===== config.mk =====
export PLATFORM = sky130hd
export DESIGN_NAME = sat_cell
export DESIGN_NICKNAME = d
export VERILOG_FILES = /design/src/rtl/sat_pkg.sv /design/src/rtl/sat_cell.sv
export SDC_FILE = /design/constraint.sdc
export NUM_CORES = 1
export LEC_CHECK = 0
export BUFFER_PORTS_ARGS = -buffer_cell sky130_fd_sc_hd__buf_2
export CORE_ASPECT_RATIO = 0.8
export CORE_MARGIN = 5
export CORE_UTILIZATION = 40
export CTS_CLUSTER_SIZE = 30
export DETAILED_ROUTE_END_ITERATION = 12
export GPL_TIMING_DRIVEN = 0
export PLACE_DENSITY = 0.71
export SYNTH_ARGS = -nofsm -noshare
export SYNTH_HDL_FRONTEND = slang
export SYNTH_SLANG_ARGS = --single-unit

===== constraint.sdc =====
create_clock -name clk -period 4.1 [get_ports clk]
set_input_delay 0.615 -clock clk [delete_from_list [all_inputs] [get_ports clk]]
set_output_delay 0.615 -clock clk [all_outputs]
set_load 0.05 [all_outputs]

===== src/rtl/sat_pkg.sv =====
// Shared types and constants for the sorted array table.
// Holds store geometry, the operation codes and the per-cell command struct.
package sat_pkg;

	localparam int DEPTH     = 64;
	localparam int KEY_WIDTH = 32;
	localparam int POS_W     = $clog2(DEPTH);
	localparam int CNT_W     = $clog2(DEPTH + 1);

	typedef logic signed [KEY_WIDTH-1:0] key_t;
	typedef logic [POS_W-1:0]            pos_t;
	typedef logic [CNT_W-1:0]            cnt_t;

	typedef enum logic [1:0] {
		OP_INSERT = 2'd0,
		OP_SEARCH = 2'd1,
		OP_REMOVE = 2'd2,
		OP_SELECT = 2'd3
	} op_t;

	// Broadcast to every cell in the chain
	typedef struct packed {
		op_t  op;
		key_t key;
		logic shift_up;
		logic shift_down;
	} sat_cmd_t;

endpackage


===== src/rtl/sat_cell.sv =====
// One cell of the sorted chain: holds one key and its valid bit.
// Compares against the broadcast key and shifts with its neighbors. Uses sat_pkg.
module sat_cell
	import sat_pkg::*;
(
	input  logic     clk,
	input  logic     arst_n,
	input  sat_cmd_t cmd,
	input  key_t     left_key,
	input  logic     left_flag,
	input  logic     left_valid,
	input  key_t     right_key,
	input  logic     right_valid,
	output key_t     key_q,
	output logic     valid_q,
	output logic     flag,
	output logic     match
);

	key_t key_n;
	logic valid_n;

	// Flag the cells that stay below the target: at or below for insert, strictly below otherwise
	always_comb begin
		if (cmd.op == OP_INSERT) begin
			flag = valid_q && (key_q <= cmd.key);
		end else begin
			flag = valid_q && (key_q < cmd.key);
		end
		match = valid_q && (key_q == cmd.key);
	end

	// Take the new key at the insert point, shift up above it, or close the gap on remove
	always_comb begin
		key_n   = key_q;
		valid_n = valid_q;
		if (cmd.shift_up && !flag) begin
			key_n   = left_flag ? cmd.key : left_key;
			valid_n = left_flag | left_valid;
		end else if (cmd.shift_down && !flag) begin
			key_n   = right_key;
			valid_n = right_valid;
		end
	end

	always_ff @(posedge clk or negedge arst_n) begin
		if (!arst_n) begin
			valid_q <= 1'b0;
		end else begin
			valid_q <= valid_n;
		end
	end

	always_ff @(posedge clk) begin
		key_q <= key_n;
	end

endmodule


==> reports/qor.yml, run 1 <==
run_status:
  status: "finished clean"
cts:
  cts-buffers-inserted: 5
  path_clk_slew_ns: 0.07
  clk_root_buffer_cell: "clkbuf_8"
  ctsHtreeMaxLevel: 2
  cts_resized: 0
  cts_tree: "yes"
  clockBufferDepth: 2
  post_cts.repair.setup_buffers: 0
  clk_latency_ns: 0.28
  holdBufCountCts: 0
  cts.sinks: 33
die:
  ioPinCount: 140
  core_mm2: 0.00686
  die_h_um: 84.8
  die_w_um: 103
  row_count: 27
  die-area_mm2: 0.00877
  initial_core_util: 0.408
placed_design:
  numPortBuffers: 138
  place_congestion: 0.752
  preCtsSetupSlack_ns: 0.142
  hpwl_um: 5990
cells_and_area:
  layout-drive-gt1-share: 0.576
  nets: 512
  final_core_util: 0.535
  diodes: 0
  syn_to_final_growth_pct: 31.4
  nFillCells: 631
power_and_ir_drop:
  power.density_mw_per_mm2: 743
  p_leak_nw: 1.86
  vdd_ir_drop_max_mv: 0.322
routing:
  drtIter0Drc: 52
  wire_per_inst_um: 15.6
  wl_um: 7210
  drc: 0
  drtPass1Iterations: 4
  viasPerCell: 4.84
  ant_nets: 0
  num_vias: 2237
setup_path:
  start_kind: "input port"
  cp.required_ns: 3.48
  r2r_setup_slack_ns: 0.56
  reg2regPathDepth: 8
  crit_family: "simple AND/OR/NAND/NOR gates"
  r2r_end: "key_q[20]$_DFFE_PP_"
  crit_slowest_cell: "or4_4"
  worstPathCellList: "buf_2 > inv_1 > ha_1 > and4_1 > nand4_1 > or4_4 > or4_1 > o311ai_2 > nand3_1 > inv_1 > buf_2"
  criticalPathCategory: "input port to output pin"
  cp-startpoint: "cmd[33]"
  cp_max_fo: 4
  worst_setup_path_end_kind: "output pin"
  rr_startpoint: "key_q[27]$_DFFE_PP_"
  cp-endpoint: "flag"
  path_buf_inv: 4
  path_depth: 11
  slowest_delay_ns: 0.60
  cp.arrival_ns: 3.27
logic_synthesis:
  synth.net_count: 367
  ys_types: 30
  syn_area_mm2: 0.00280
  syn_area_per_cell_um2: 12.2
  yosysSeqAreaShare: 0.353
  synth_edf_count: 32
  synthFlopType: "edfxtp_1"
  synth-warning-count: 0
  synth_seq_cells: 33
  synth_cells: 230
  async_flop_share: 0.0303
global_routing:
  grt_pass1_vias: 2434
  gr-usage-all-layers: 0.164
  grt_overflow: 0
  grt_max_degree: 33
  grt_pass1_wl_um: 11300
  antenna_found_initial: 0
sta:
  slew_violations: 0
  setup_slack_ns: 0.216
  setup_viol_count_final: 0
  fmax_mhz: 257
  rsz0062_at_grt: "no"
  finalCriticalPeriod_ns: 3.88
  clock_skew_ns: 0.00364
  tightest_slew_ns: 0.847
  fin_crit_sh: 0.947
  hold_viol: 0
  slew_headroom: 0.435
worst_hold_path:
  worstHoldPathType: "input port to asynchronous set/reset pin"
run:
  drv_cap: 0
-- stage by stage --
stage               instance area, um^2  cells  hold WS, ns  power [mW]  TNS, ns
floorplan                          2800    230        0.319        2.10        0
global placement                   3590    455        0.391        2.49    -9.40
detailed placement                 3600    455        0.391        2.53        0
CTS                                3670    462       0.0865        2.77        0
global route                       3670    462       0.0814        2.90        0
finish                             3670    462       0.0969        2.73        0
-- placed cells by master, fill, tap and decap left out --
master,count
buf_2,138
inv_1,37
mux2_2,34
ha_1,32
edfxtp_1,32
mux2_4,30
a21oi_1,13
nand2_1,8
nand4_1,6
clkbuf_8,5
o21ai_0,4
nand3_1,4
buf_6,4
or4_1,3
dlygate4sd3_1,3
a21o_1,2
a221oi_1,2
nor3_1,2
and4_1,1
and2_2,1
a221o_1,1
o21ai_1,1
nor2b_1,1
o211ai_1,1
or3_1,1
or4_4,1
o311ai_2,1
a31oi_4,1
nor4_1,1
o21a_2,1
o211a_1,1
clkbuf_1,1
clkinv_1,1
dfrtp_1,1
-- registers in the layout, indices dropped and copies added (netlist names) --
name	count
key_q	32
valid_q	1
-- worst min path at each step --
| stage | from | endpoint | depth (start not counted) |
|---|---|---|---|
| floorplan | arst_n | valid_q$_DFFE_PN0P_ | 0 |
| global route | arst_n | valid_q$_DFFE_PN0P_ | 1 |
| detailed placement | arst_n | valid_q$_DFFE_PN0P_ | 1 |
| finish | arst_n | valid_q$_DFFE_PN0P_ | 1 |
| CTS | arst_n | valid_q$_DFFE_PN0P_ | 1 |
| global placement | arst_n | valid_q$_DFFE_PN0P_ | 1 |
-- cell type report --
type / count / area (um^2) / area share
timing repair buffer: 138 / 691 / 0.188
tap: 87 / 109 / 0.0296
sequential: 33 / 986 / 0.268
clock buffer: 6 / 72.6 / 0.0198
buffer: 7 / 75.1 / 0.0204
inverter: 37 / 139 / 0.0378
multi-input combinational: 153 / 1600 / 0.435
clock inverter: 1 / 3.75 / 0.00102
-- Yosys cell counts (2+ instances only) --
| library cell | n | area, um^2 |
|---|---|---|
| a221oi_1 | 2 | 17.5 |
| nand2_1 | 8 | 30.0 |
| nand4_1 | 6 | 37.5 |
| ha_1 | 32 | 400 |
| inv_1 | 37 | 139 |
| or4_1 | 3 | 22.5 |
| a21oi_1 | 13 | 65.1 |
| a21o_1 | 2 | 15.0 |
| mux2_2 | 34 | 383 |
| nand3_1 | 4 | 20.0 |
| dlygate4sd3_1 | 3 | 30.0 |
| nor3_1 | 2 | 10.0 |
| o21ai_0 | 4 | 20.0 |
| buf_6 | 4 | 45.0 |
| edfxtp_1 | 32 | 961 |
| mux2_4 | 30 | 450 |
-- layer usage --
layer,track usage,part of all wire,routed length (um)
met1,0.204,0.43,3110
met2,0.282,0.48,3460
met3,0.0374,0.081,581
met4,0.0424,0.0074,53
met5,0,0,0
-- power breakdown --
| part | internal, mW | switching (mW) | leakage (nW) | total [mW] |
|---|---|---|---|---|
| Combinational | 0.577 | 1.18 | 1.51 | 1.76 |
| Sequential | 0.642 | 0.0947 | 0.318 | 0.736 |
| Clock | 0.115 | 0.118 | 0.0387 | 0.232 |
-- kinds of logic after synthesis --
family / count (synthesis) / share of synthesized area
flip-flops: 33 / 0.353
buffers and inverters: 44 / 0.0765
AND/OR/NAND/NOR: 29 / 0.0595
multiplexers: 64 / 0.298
AO/OA/AOI/OAI: 28 / 0.0698
adder cells (fa/ha/maj): 32 / 0.143
(Power assumes the default switching activity.)
==> inputs of run 2 (changes only) <==
--- a/config.mk
+++ b/config.mk
@@ -13,6 +13,7 @@
 export DETAILED_ROUTE_END_ITERATION = 12
 export GPL_TIMING_DRIVEN = 0
 export PLACE_DENSITY = 0.71
+export RECOVER_POWER = 50
 export SYNTH_ARGS = -nofsm -noshare
 export SYNTH_HDL_FRONTEND = slang
 export SYNTH_SLANG_ARGS = --single-unit
==> reports/qor.yml, run 2 (synthesis results as in run 1) <==
global_routing:
  use_met2: 0.282  # unchanged
  grt_pass1_vias: 2434  # unchanged
  grt_pass1_wl_um: 11300  # unchanged
  grt_max_degree: 33  # unchanged
  met1_usage: 0.204  # unchanged
  grt_overflow: 0  # unchanged
  antenna_found_initial: 0  # unchanged
  grt_use_met3: 0.0374  # unchanged
  gr-usage-all-layers: 0.164  # unchanged
  gr-max-usage-layer: "met2"
sta:
  fmax_mhz: 260  # +1.1%
  clock_skew_ns: 0.00497  # +0.00133 ns
  slew_violations: 0  # unchanged
  tightest_slew_ns: 0.840  # -0.00654 ns
  fin_crit_sh: 0.937  # -0.0102
  rsz0062_at_grt: "no"
  finalCriticalPeriod_ns: 3.84  # -0.0416 ns
  setup_viol_count_final: 0  # unchanged
  whs_ns: 0.0962  # -0.000649 ns
  hold_viol: 0  # unchanged
  slew_headroom: 0.440  # +0.00436
run_status:
  status: "finished clean"
cts:
  ctsHtreeMaxLevel: 2  # unchanged
  post_cts.repair.setup_buffers: 0  # unchanged
  clk_root_buffer_cell: "clkbuf_8"
  clockBufferDepth: 2  # unchanged
  holdBufCountCts: 0  # unchanged
  cts-buffers-inserted: 5  # unchanged
  cts.sinks: 33  # unchanged
  cts_tree: "yes"
  path_clk_slew_ns: 0.07  # about the same
  clk_latency_ns: 0.28  # about the same
  cts_resized: 0  # unchanged
setup_path:
  start_kind: "input port"
  worst_setup_path_end_kind: "flop"
  cp.arrival_ns: 3.87  # +0.60 ns
  cp_max_fo: 10  # +6
  criticalPathCategory: "input port to flop"
  cp.required_ns: 4.13  # +0.65 ns
power_and_ir_drop:
  p_int_mw: 1.25  # -6.1%
  p_leak_nw: 1.74  # -6.8%
  power.density_mw_per_mm2: 737  # -0.86%
  fin_total_pwr_mw: 2.64  # -3.3%
  netSwitchingFraction: 0.526  # +0.0142
  p_switching_mw: 1.39  # -0.65%
  vdd_ir_drop_max_mv: 0.314  # -2.5%
  p_clk_frac: 0.088  # +0.003
  power_frac_comb: 0.631  # -0.014
  seqPwrFrac: 0.281  # +0.011
routing:
  num_vias: 2254  # +0.76%
  wire_per_inst_um: 15.7  # +0.75%
  ant_nets: 0  # unchanged
  wl_um: 7260  # +0.75%
  drtIter0Drc: 62  # +19%
  drtPass1Iterations: 4  # unchanged
  drc: 0  # unchanged
  viasPerCell: 4.88  # +0.76%
cells_and_area:
  layout-drive-gt1-share: 0.459  # -0.117
  nFillCells: 667  # +5.7%
  final_core_util: 0.522  # -0.0133
  multi_input_comb_area_mm2: 0.00155  # -3.1%
  reg_top3: "key_q: 32 flops, valid_q: 1 flops"
  nets: 512  # unchanged
  largest_reg_flops: 32  # unchanged
  final_common_cell: "buf_2"
  final_cell_mix: "104 x buf_2, 37 x inv_1, 35 x clkbuf_1"
  syn_to_final_growth_pct: 28.1
  seq_area_um2: 986  # unchanged
  top_register: "key_q"
  fin_area_mm2: 0.00358  # -2.5%
  diodes: 0  # unchanged
die:
  ioPinCount: 140  # unchanged
  core_mm2: 0.00686  # unchanged
  row_count: 27  # unchanged
  die_w_um: 103  # unchanged
  die_h_um: 84.8  # unchanged
  die-area_mm2: 0.00877  # unchanged
  initial_core_util: 0.408  # unchanged
placed_design:
  numPortBuffers: 138  # unchanged
  dpl_cell_area_mm2: 0.00360  # unchanged
  hpwl_um: 5990  # unchanged
  place_congestion: 0.752  # unchanged
worst_hold_path:
  worstHoldPathType: "input port to asynchronous set/reset pin"
run:
  drv_cap: 0  # unchanged
[run 2: cell types whose count changed in the layout (fill, tap and decap cells not counted)]
cell      delta
clkbuf_1    +34
a31oi_1      +1
a31oi_4      -1
mux2_1       +9
mux2_4       -9
buf_2       -34
[run 2: final timing paths]
check | slack [ns] | cells after the start | from | endpoint
worst min-delay path | 0.1 | 1 | arst_n | valid_q$_DFFE_PN0P_
worst max register to register | 0.31 | 9 | key_q[27]$_DFFE_PP_ | key_q[19]$_DFFE_PP_
min in group clk | 0.62 | 2 | right_key[6] | key_q[6]$_DFFE_PP_
worst max-delay path | 0.26 | 11 | cmd[29] | key_q[19]$_DFFE_PP_
worst min register to register | 0.70 | 2 | valid_q$_DFFE_PN0P_ | valid_q$_DFFE_PN0P_
max in group asynchronous | 3.92 | 1 | arst_n | valid_q$_DFFE_PN0P_
[run 2: final cells by class]
| type | count | share of cell area |
|---|---|---|
| Clock inverter | 1 | 0.00105 |
| Inverter | 37 | 0.0388 |
| Clock buffer | 6 | 0.0203 |
| Timing Repair Buffer | 138 | 0.181 |
| Multi-Input combinational cell | 153 | 0.432 |
| Sequential cell | 33 | 0.275 |
| Buffer | 7 | 0.0210 |
| Tap cell | 87 | 0.0304 |
[run 2: critical path: stages]
cell and delay, ns:
buf_2 0.09, inv_1 0.04, ha_1 0.30, and2_2 0.21
a221o_1 0.30, a221oi_1 0.31, o21ai_1 0.16, or4_1 0.56
a31oi_1 0.68, buf_6 0.28, mux2_1 0.33
[run 2: per-layer routing]
layer  share of wire  vias to the layer above  wire, um
met5               0                        -         0
met3           0.080                        4       584
met4          0.0073                        0        53
met2            0.48                       74      3460
li1                -                     1139         -
met1            0.44                     1037      3170
[run 2: power groups by stage]
stage / Clock (mW) / Sequential (mW) / Combinational [mW]
floorplan: 0 / 1.35 / 0.750
global placement: 0 / 0.740 / 1.75
detailed placement: 0 / 0.746 / 1.78
CTS: 0.242 / 0.740 / 1.79
global route: 0.254 / 0.766 / 1.80
finish: 0.233 / 0.740 / 1.67
[run 2: metrics by stage]
step	worst slack, ns	TNS [ns]	std cells
6_report	0.257	0	462
5_1_grt	0.0691	0	462
4_1_cts	0.180	0	462
3_5_place_dp	0.142	0	455
3_3_place_gp	-0.296	-9.40	455
2_1_floorplan	0.0450	0	230
==> inputs of run 3 (changes only) <==
--- a/config.mk
+++ b/config.mk
@@ -5,6 +5,7 @@
 export SDC_FILE = /design/constraint.sdc
 export NUM_CORES = 1
 export LEC_CHECK = 0
+export ABC_AREA = 1
 export BUFFER_PORTS_ARGS = -buffer_cell sky130_fd_sc_hd__buf_2
 export CORE_ASPECT_RATIO = 0.8
 export CORE_MARGIN = 5
@@ -12,7 +13,7 @@
 export CTS_CLUSTER_SIZE = 30
 export DETAILED_ROUTE_END_ITERATION = 12
 export GPL_TIMING_DRIVEN = 0
-export PLACE_DENSITY = 0.71
+export PLACE_DENSITY = 0.72
 export RECOVER_POWER = 50
 export SYNTH_ARGS = -nofsm -noshare
 export SYNTH_HDL_FRONTEND = slang
==> reports/qor.yml, run 3 <==
run_status:
  status: "finished clean"
setup_path:
  cp.required_ns: 4.10  # -0.03 ns
  cp.arrival_ns: 3.28  # -0.59 ns
  worst_setup_path_end_kind: "flop"
  cp_max_fo: 10  # unchanged
  criticalPathCategory: "input port to flop"
  start_kind: "input port"
cells_and_area:
  final_common_cell: "buf_2"
  final-instance-count-excl-fill: 565  # +22%
  reg_top3: "key_q: 32 flops, valid_q: 1 flops"
  layout-drive-gt1-share: 0.283  # -0.176
  nets: 617  # +21%
  syn_to_final_growth_pct: 30.4
  final_cell_mix: "104 x buf_2, 102 x nand2_1, 44 x inv_1"
  largest_reg_flops: 32  # unchanged
  top_register: "key_q"
  diodes: 0  # unchanged
sta:
  slew_headroom: 0.546  # +0.106
  slew_violations: 0  # unchanged
  fin_crit_sh: 0.801  # -0.136
  tightest_slew_ns: 0.681  # -0.159 ns
  fmax_mhz: 304  # +17%
  hold_viol: 0  # unchanged
  setup_viol_count_final: 0  # unchanged
  clock_skew_ns: 0.00760  # +0.00263 ns
  whs_ns: 0.0817  # -0.0145 ns
  finalCriticalPeriod_ns: 3.28  # -0.558 ns
  rsz0062_at_grt: "no"
cts:
  cts.sinks: 33  # unchanged
  clk_root_buffer_cell: "clkbuf_8"
  cts-buffers-inserted: 5  # unchanged
  cts_tree: "yes"
  clockBufferDepth: 2  # unchanged
  ctsHtreeMaxLevel: 2  # unchanged
  path_clk_slew_ns: 0.07  # about the same
  cts_resized: 0  # unchanged
  clk_latency_ns: 0.28  # about the same
  post_cts.repair.setup_buffers: 0  # unchanged
  holdBufCountCts: 0  # unchanged
power_and_ir_drop:
  netSwitchingFraction: 0.557  # +0.0311
  power.density_mw_per_mm2: 750  # +1.7%
  seqPwrFrac: 0.282  # about the same
  fin_total_pwr_mw: 2.62  # -0.77%
  vdd_ir_drop_max_mv: 0.338  # +7.8%
  power_frac_comb: 0.625  # -0.006
  p_int_mw: 1.16  # -7.3%
  p_leak_nw: 1.81  # +4.0%
  p_clk_frac: 0.093  # +0.005
  p_switching_mw: 1.46  # +5.1%
global_routing:
  gr-usage-all-layers: 0.181  # +0.0165
  grt_pass1_vias: 2701  # +11%
  grt_max_degree: 24  # -27%
  grt_pass1_wl_um: 12300  # +8.8%
  antenna_found_initial: 0  # unchanged
  grt_overflow: 0  # unchanged
logic_synthesis:
  synth.net_count: 471  # +28%
  yosysTopAreaCellShare: 0.359  # +0.0149
  async_flop_share: 0.0303  # unchanged
  synth.most_common_cell: "nand2_1"
  synthFlopType: "edfxtp_1"
  syn_area_per_cell_um2: 8.02  # -34%
  synth-warning-count: 0  # unchanged
  synth_edf_count: 32  # unchanged
  yosysSeqAreaShare: 0.368  # +0.0153
  synth_cells: 334  # +45%
  synth_commonest_cells: "101 x nand2_1, 44 x inv_1, 34 x o21ai_0, 32 x edfxtp_1, 32 x ha_1"
  ys_types: 23  # -23%
  synth_seq_cells: 33  # unchanged
  synthTopCellsByArea: "edfxtp_1 36%, ha_1 15%, nand2_1 14%, o21ai_2 7.2%, o21ai_0 6.4%"
  syn_area_mm2: 0.00268  # -4.2%
  yosysTopAreaCell: "edfxtp_1"
die:
  initial_core_util: 0.416  # +0.00830
  die_w_um: 101  # -1.9%
  core_mm2: 0.00644  # -6.1%
  die_h_um: 83.2  # -1.9%
  row_count: 26  # -3.7%
  die-area_mm2: 0.00844  # -3.7%
  ioPinCount: 140  # unchanged
routing:
  num_vias: 2717  # +21%
  drtIter0Drc: 90  # +45%
  wire_per_inst_um: 13.8  # -12%
  wl_um: 7820  # +7.7%
  viasPerCell: 4.81  # -1.4%
  drc: 0  # unchanged
  ant_nets: 0  # unchanged
  drtPass1Iterations: 4  # unchanged
placed_design:
  hpwl_um: 6500  # +8.5%
  dp_cells: 557  # +22%
  numPortBuffers: 138  # unchanged
  place_congestion: 0.836  # +11%
run:
  drv_cap: 0  # unchanged
worst_hold_path:
  worstHoldPathType: "input port to asynchronous set/reset pin"
## run 3: power groups by stage
| stage | Combinational (mW) | Sequential, mW | Clock (mW) |
|---|---|---|---|
| 2_1_floorplan | 0.678 | 1.35 | 0 |
| 3_3_place_gp | 1.67 | 0.752 | 0 |
| 3_5_place_dp | 1.75 | 0.743 | 0 |
| 4_1_cts | 1.76 | 0.735 | 0.250 |
| 5_1_grt | 1.78 | 0.761 | 0.268 |
| 6_report | 1.64 | 0.739 | 0.244 |
## run 3: path summary, 6_finish.rpt
kind,slack (ns),endpoint,start,cells after the start
max in group asynchronous,3.92,valid_q$_DFFE_PN0P_,arst_n,1
worst min register to register,0.66,valid_q$_DFFE_PN0P_,valid_q$_DFFE_PN0P_,2
worst min-delay path,0.08,valid_q$_DFFE_PN0P_,arst_n,1
min in group clk,0.60,key_q[0]$_DFFE_PP_,right_key[0],3
worst max register to register,0.85,key_q[17]$_DFFE_PP_,key_q[31]$_DFFE_PP_,14
worst max-delay path,0.82,key_q[17]$_DFFE_PP_,cmd[21],14
## run 3: worst max-delay path, cell delays in order
cell	delay, ns
buf_2	0.07
inv_1	0.04
ha_1	0.30
a21o_1	0.19
o21ai_1	0.15
nand2_1	0.08
a21oi_1	0.17
nand3_1	0.09
nand3_1	0.18
nand2_1	0.13
nand2_2	0.08
clkbuf_1	0.41
clkbuf_1	0.58
o21ai_0	0.18
## run 3: area by class of cell
cell class,instances,area [um^2]
Buffer,14,68.8
Clock buffer,6,72.6
Clock inverter,2,10.0
Fill cell,653,2950
Inverter,44,165
Multi-Input combinational cell,243,1410
Sequential cell,33,986
Tap cell,84,105
Timing Repair Buffer,139,676
## run 3: cells by family after synthesis
logic type                 share of synthesized area
AOI/OAI and AO/OA                              0.193
and+or+nand+nor                                0.186
adders and majority gates                      0.149
buffers and inverters                         0.0985
muxes                                        0.00420
DFF                                            0.368
## run 3: per-layer routing
metal  up-vias  track usage  wire length (um)
met5         -            0                 0
met4         0       0.0495               104
met3        11       0.0385               560
met2        93        0.315              3690
met1      1206        0.222              3460
li1       1407            -                 -
## run 3: through the flow
step / cell area [um^2] / worst slack, ns / utilization / setup TNS, ns
finish: 3490 / 0.815 / 0.542 / 0
global route: 3490 / 0.553 / 0.542 / 0
CTS: 3600 / 1.21 / 0.558 / 0
detailed placement: 3510 / 1.19 / 0.545 / 0
global placement: 3470 / -0.680 / 0.539 / -22.35
floorplan: 2680 / 0.376 / - / 0
